### src/rtl/pip_pkg.sv
// ----------------------------------------------------------------------------
// pip_pkg
// Shared types for the point-in-polygon crossing test: sequencer states,
// edge selection and the parity mask.
// ----------------------------------------------------------------------------
package pip_pkg;

  typedef enum logic [1:0] {
    ST_IDLE,
    ST_MUL_A,
    ST_MUL_B
  } pip_state_t;

  // which edge the shared unit is working on
  typedef enum logic {
    EDGE_CHAIN,
    EDGE_CLOSE
  } pip_edge_sel_t;

  localparam logic PARITY_MASK = 1'b1;

endpackage

### src/rtl/pip_edge.sv
// ----------------------------------------------------------------------------
// pip_edge
// Edge crossing evaluator. Decides in two passes through one shared signed
// multiplier whether an edge crosses the ray to the right of the test point.
// ----------------------------------------------------------------------------
module pip_edge #(
  parameter int W = 16
) (
  input  logic                clk,
  input  logic                phase_b,
  input  logic signed [W-1:0] x0,
  input  logic signed [W-1:0] y0,
  input  logic signed [W-1:0] x1,
  input  logic signed [W-1:0] y1,
  input  logic signed [W-1:0] tx,
  input  logic signed [W-1:0] ty,
  output logic                edge_count
);
  import pip_pkg::*;

  localparam int DW = W + 1;
  localparam int PW = 2 * DW;

  logic signed [DW-1:0] diff_a, diff_b, diff_c, diff_e;
  logic signed [DW-1:0] mul_op0, mul_op1;
  logic signed [PW-1:0] prod;
  logic signed [PW-1:0] prod_r;
  logic                 ya, yb, xa, xb;
  logic                 p_ge, p_le, slope_hit;

  assign diff_a = $signed({x0[W-1], x0}) - $signed({tx[W-1], tx});
  assign diff_b = $signed({x1[W-1], x1}) - $signed({tx[W-1], tx});
  assign diff_c = $signed({y0[W-1], y0}) - $signed({ty[W-1], ty});
  assign diff_e = $signed({y1[W-1], y1}) - $signed({ty[W-1], ty});

  assign ya = (y0 >= ty);
  assign yb = (y1 >= ty);
  assign xa = (x0 >= tx);
  assign xb = (x1 >= tx);

  // first pass a*e, second pass c*b
  assign mul_op0 = phase_b ? diff_c : diff_a;
  assign mul_op1 = phase_b ? diff_b : diff_e;
  assign prod    = mul_op0 * mul_op1;

  always_ff @(posedge clk) begin
    if (!phase_b) begin
      prod_r <= prod;
    end
  end

  // sign of a*e - c*b against the direction of the edge in y
  assign p_ge      = (prod_r >= prod);
  assign p_le      = (prod_r <= prod);
  assign slope_hit = yb ? p_ge : p_le;

  always_comb begin
    if (ya == yb) begin
      edge_count = 1'b0;
    end else if (xa == xb) begin
      edge_count = xa & PARITY_MASK;
    end else begin
      edge_count = slope_hit;
    end
  end

endmodule

### config.mk
export PLATFORM = sky130hd
export DESIGN_NAME = pip_edge
export DESIGN_NICKNAME = d
export VERILOG_FILES = /design/src/rtl/pip_pkg.sv /design/src/rtl/pip_edge.sv
export SDC_FILE = /design/constraint.sdc
export NUM_CORES = 1
export LEC_CHECK = 0
export BUFFER_PORTS_ARGS = -buffer_cell sky130_fd_sc_hd__buf_2
export CAP_MARGIN = 20
export CELL_PAD_IN_SITES_DETAIL_PLACEMENT = 1
export CELL_PAD_IN_SITES_GLOBAL_PLACEMENT = 2
export CORE_UTILIZATION = 34
export DETAILED_ROUTE_END_ITERATION = 10
export PLACE_DENSITY_LB_ADDON = 0.2
export SLEW_MARGIN = 15
export SYNTH_ARGS = -nofsm -noshare
export SYNTH_HDL_FRONTEND = slang
export SYNTH_SLANG_ARGS = --single-unit
### constraint.sdc
create_clock -name clk -period 11.79 [get_ports clk]
set_input_delay 1.179 -clock clk [delete_from_list [all_inputs] [get_ports clk]]
set_output_delay 1.179 -clock clk [all_outputs]
set_load 0.05 [all_outputs]
==> run metrics, run 1 <==
Final Wtd Congestion 0.884; CP Buf/Inv Count 10; Pre-antenna DRT Iters 4; sequential-to-total area share from yosys stat 6.31%; Worst Hold Class input pin to register; core area 46800 um2; slew margin rel. 51.8%; Crit Path Class input pin to output pin; Syn Area/Cell 8.86 um2; footprint of the multi-input gates 14300 um2; post-synthesis register bit count 34; dominant synthesized flop cell edfxtp_1; final worst path period share 98.5%; routed wire length 52900 um; top post-synthesis cells by area fa_1 37%, ha_1 14%, inv_1 8.8%; Critical Path Source Type input pin; H-tree levels 2; MaxCap Viol Count 0; status finished clean; Post-synth EDFFs 34; Detail Route met2 WL 26400 um; mapped cell area 16200 um2; CTS Sinks 34; FMAX 86.1 MHz; final hold vios 0; Detail Placement HPWL 46400 um; post-route ant nets 0; uppermost layer routed met4; commonest non-fill, non-tap cell in the layout inv_1; largest net degree at the start of global routing 47; Hold Slack 1840 ps; initial drt markers 403; Avg Vias per Cell 4.97; die span in x 220 um; count of pins over their slew limit 0; biggest regs prod_r: 34 flops; fin nets 2629; total grt overflow 0; Area Growth Syn to Fin 20.0%; number of distinct library cells after synthesis 78; CTS tree built; CTS Buffer Depth 2; layout cell share with drive strength beyond 1 20.3%; Num CTS Buffers 5; pin slew with the least headroom to its limit 705 ps; clk root buf clkbuf_16; FILL cells 5427; Total GRT Usage 22.8%; dpl cell area 18200 um2; Ports 99; RSZ-0062 raised after global routing true; drc violations 0; routed wl met3 942 um; IO buf count 98; vias in the first global route 14.8k; Initial Util 34.6%; CP max-delay cell fa_1; crit-path max FO 5; CP Capture Type output pin; Post-Syn Nets 2408; critical path arrival 10430 ps; die height 220 um; most frequent cells in the layout 377 x inv_1, 289 x fa_1, 192 x nand2_1; setup ws final 179 ps; Yosys warning count 0; post-synth top area share 37.1%; via count 13.2k; Final setup viols 0; max incr delay on CP 600 ps; final critical-path required period 11610 ps; Setup WS pre-CTS -796 ps; family with the most delay on the worst path adder cells; WL met1 24800 um; Gate Count Post-Synth 1825; first-pass GRT wire length 84000 um; Critical Path RT 10610 ps; cell accounting for the most synthesized area fa_1; die area 48400 um2; # rows 79; max reg flops 34; initial antenna violation count 0; FF/Latch Area 1020 um2; fin area 19400 um2; cell repeated most along the worst path fa_1; Hold Buf Count CTS 0; diodes inserted 0; Post-synth ARST share 0%; clock-pin slew on the worst setup and hold paths 60 ps; DR WL/cell 19.9 um; register with the most flip-flops prod_r
[timing repair]
action | CTS | global route
setup buffers | 14 | 19
pin swaps | 13 | 71
gates cloned | 1 | 0
endpoints found under the setup margin | 1 | 1
resized for setup | 49 | 118
[cell usage after synthesis (12+ instances only)]
master and count:
o21a_1 31, o21ai_0 31, mux2i_1 12, and2_1 34, nand3_1 14, xor2_1 25
nand4_1 17, nor2_1 154, a21o_1 42, o21bai_1 13, nor3_1 23, fa_1 300
clkbuf_1 22, nand2_1 197, nand2b_1 18, nor2b_1 26, a21oi_1 63, ha_1 185
edfxtp_1 34, xnor2_1 70, inv_1 381
[kinds of logic after synthesis]
family | Yosys count | share of synthesized area (%)
xor+xnor | 95 | 5.15
flops | 34 | 6.31
buf+inv | 421 | 9.92
compound gates | 257 | 11.3
mux | 26 | 1.87
simple gates | 507 | 14.0
fa+ha+maj | 485 | 51.5
[cell type report]
class	instances	area share, %
clock buffers	5	0.645
repair buffers	253	8.95
well taps	607	3.91
flip-flops and latches	34	5.26
multi-input cells	1370	73.5
inverters	382	7.40
clock inverters	3	0.355
[worst paths after layout]
kind | start | end | depth (start not counted)
max | tx[1] | edge_count | 44
min | phase_b | prod_r[3]$_DFFE_PN_ | 3
[per-stage QoR]
step / TNS (ps) / util, % / cells
detailed placement: -796 / 38.9 / 2613
finish: 0 / 41.5 / 2654
global placement: -662 / 38.9 / 2613
global route: -276 / 41.5 / 2654
CTS: 0 / 40.1 / 2636
floorplan: 0 / - / 1825
[layer usage]
layer  vias up  track usage [%]
met5         -                0
met4         0             3.54
met3        30            0.718
met2       156             41.3
met1      6800             30.6
li1       6203                -
[tightest hold or removal path, cell delays in order]
cell and delay [ps]:
buf_2 120, inv_2 190, buf_4 370
Power of run 1 is not shown: default switching activity piles up to over one toggle a cycle in this logic, so the estimate is an artifact.
==> inputs of run 2 (changes only) <==
Settings changed: CORE_UTILIZATION 34 to 41.
==> run metrics, run 2 (synthesized netlist as in run 1, its figures left out) <==
via count 13.3k (+0.82%); Hold Path Sink prod_r[1]$_DFFE_PN_; initial antenna violation count 0 (unchanged); Ports 99 (unchanged); fin nets 2619 (-0.38%); clk root buf clkbuf_16; Critical Path Source Type input pin; Pre-antenna DRT Iters 5 (+1); biggest regs prod_r: 34 flops; routed wire length 51300 um (-3.0%); CP max-delay cell fa_1; footprint of the multi-input gates 14100 um2 (-0.85%); Avg Vias per Cell 5.20 (+4.7%); # rows 72 (-8.9%); Hold Buf Count CTS 0 (unchanged); Num CTS Buffers 5 (unchanged); initial drt markers 499 (+24%); commonest non-fill, non-tap cell in the layout inv_1; clock-pin slew on the worst setup and hold paths 60 ps (about the same); core area 38700 um2 (-17%); CP Buf/Inv Count 17 (+7); critical path arrival 10480 ps (+50 ps); drc violations 0 (unchanged); FILL cells 4603 (-15%); FF/Latch Area 1020 um2 (unchanged); CTS Sinks 34 (unchanged); Initial Util 41.7% (+7.2 points); slew margin rel. 31.5% (-20 points); Hold Slack 1920 ps (+81.7 ps); hold_sp x1[1]; CTS tree built; final worst path period share 98.9% (+0.41 points); Final Wtd Congestion 0.914 (+3.4%); cell repeated most along the worst path buf_4; largest net degree at the start of global routing 35 (-26%); total grt overflow 0 (unchanged); Area Growth Syn to Fin 18.2%; final critical-path required period 11660 ps (+47.9 ps); register with the most flip-flops prod_r; CTS Buffer Depth 2 (unchanged); status finished clean; fin area 19100 um2 (-1.5%); first-pass GRT wire length 82300 um (-2.0%); RSZ-0062 raised after global routing true; IO buf count 98 (unchanged); FMAX 85.8 MHz (-0.41%); max reg flops 34 (unchanged); count of pins over their slew limit 0 (unchanged); diodes inserted 0 (unchanged); final hold vios 0 (unchanged); most frequent cells in the layout 377 x inv_1, 289 x fa_1, 195 x nand2_1; pin slew with the least headroom to its limit 1020 ps (+316 ps); family with the most delay on the worst path adder cells; Worst Hold Class input pin to register; MaxCap Viol Count 0 (unchanged); Crit Path Class input pin to output pin; crit-path max FO 7 (+2); post-route ant nets 0 (unchanged); layout cell share with drive strength beyond 1 19.0% (-1.3 points); Critical Path RT 10610 ps (about the same); DR WL/cell 20.1 um (+0.73%); CP Capture Type output pin; die height 201 um (-8.9%); Detail Placement HPWL 44500 um (-4.0%); die area 40200 um2 (-17%); Hold Path Cell Cnt 6 (+3); H-tree levels 2 (unchanged); die span in x 201 um (-8.9%); dpl cell area 18000 um2 (-1.3%); Final setup viols 0 (unchanged); vias in the first global route 15.2k (+2.7%); max incr delay on CP 550 ps (-50 ps); Total GRT Usage 26.5% (+3.7 points)
[run 2: cell count changes in the layout (fill, tap and decap cells not counted), sizes merged]
cell	previous run	this run
clkinvlp	0	1
inv	382	381
buf	252	242
[run 2: layout make-up]
| type | instances | share of cell area, % |
|---|---|---|
| multi-input combinational | 1370 | 73.9 |
| timing repair buffer | 243 | 8.81 |
| inverter | 382 | 7.52 |
| sequential | 34 | 5.34 |
| tap | 518 | 3.39 |
| clock buffer | 5 | 0.655 |
| clock inverter | 3 | 0.334 |
[run 2: what timing repair did]
action / CTS / global route
cloned: 0 / 1
setup endpoints to repair: 1 / 1
gates resized for setup: 61 / 74
pin swaps: 27 / 42
setup buffers: 11 / 29
[run 2: through the flow]
step | cells | setup WS, ps | utilization (%) | setup TNS (ps)
after detailed placement | 2506 | -855 | 46.4 | -855
after floorplan | 1825 | 264 | - | 0
after global routing | 2555 | -296 | 49.3 | -296
after global placement | 2506 | -571 | 46.4 | -571
final | 2555 | 131 | 49.3 | 0
after CTS | 2525 | 0.425 | 47.9 | 0
[run 2: worst max path at each step]
| stage | start | end | slack [ps] | cells past startpoint |
|---|---|---|---|---|
| final | ty[1] | edge_count | 130 | 47 |
| after global routing | ty[1] | edge_count | -300 | 47 |
| after CTS | ty[1] | edge_count | 0.4 | 41 |
| after detailed placement | x1[0] | edge_count | -860 | 43 |
| after global placement | x1[0] | edge_count | -570 | 43 |
| after floorplan | x1[0] | edge_count | 260 | 41 |
[run 2: routing by layer]
layer	vias to the layer above	global-route usage, %	routed length [um]
li1	6192	-	-
met1	6824	33.4	22300
met2	218	48.5	26300
met3	63	2.09	1400
met4	0	6.98	1350
met5	-	0	0
Power of run 2 is left out for the same reason.
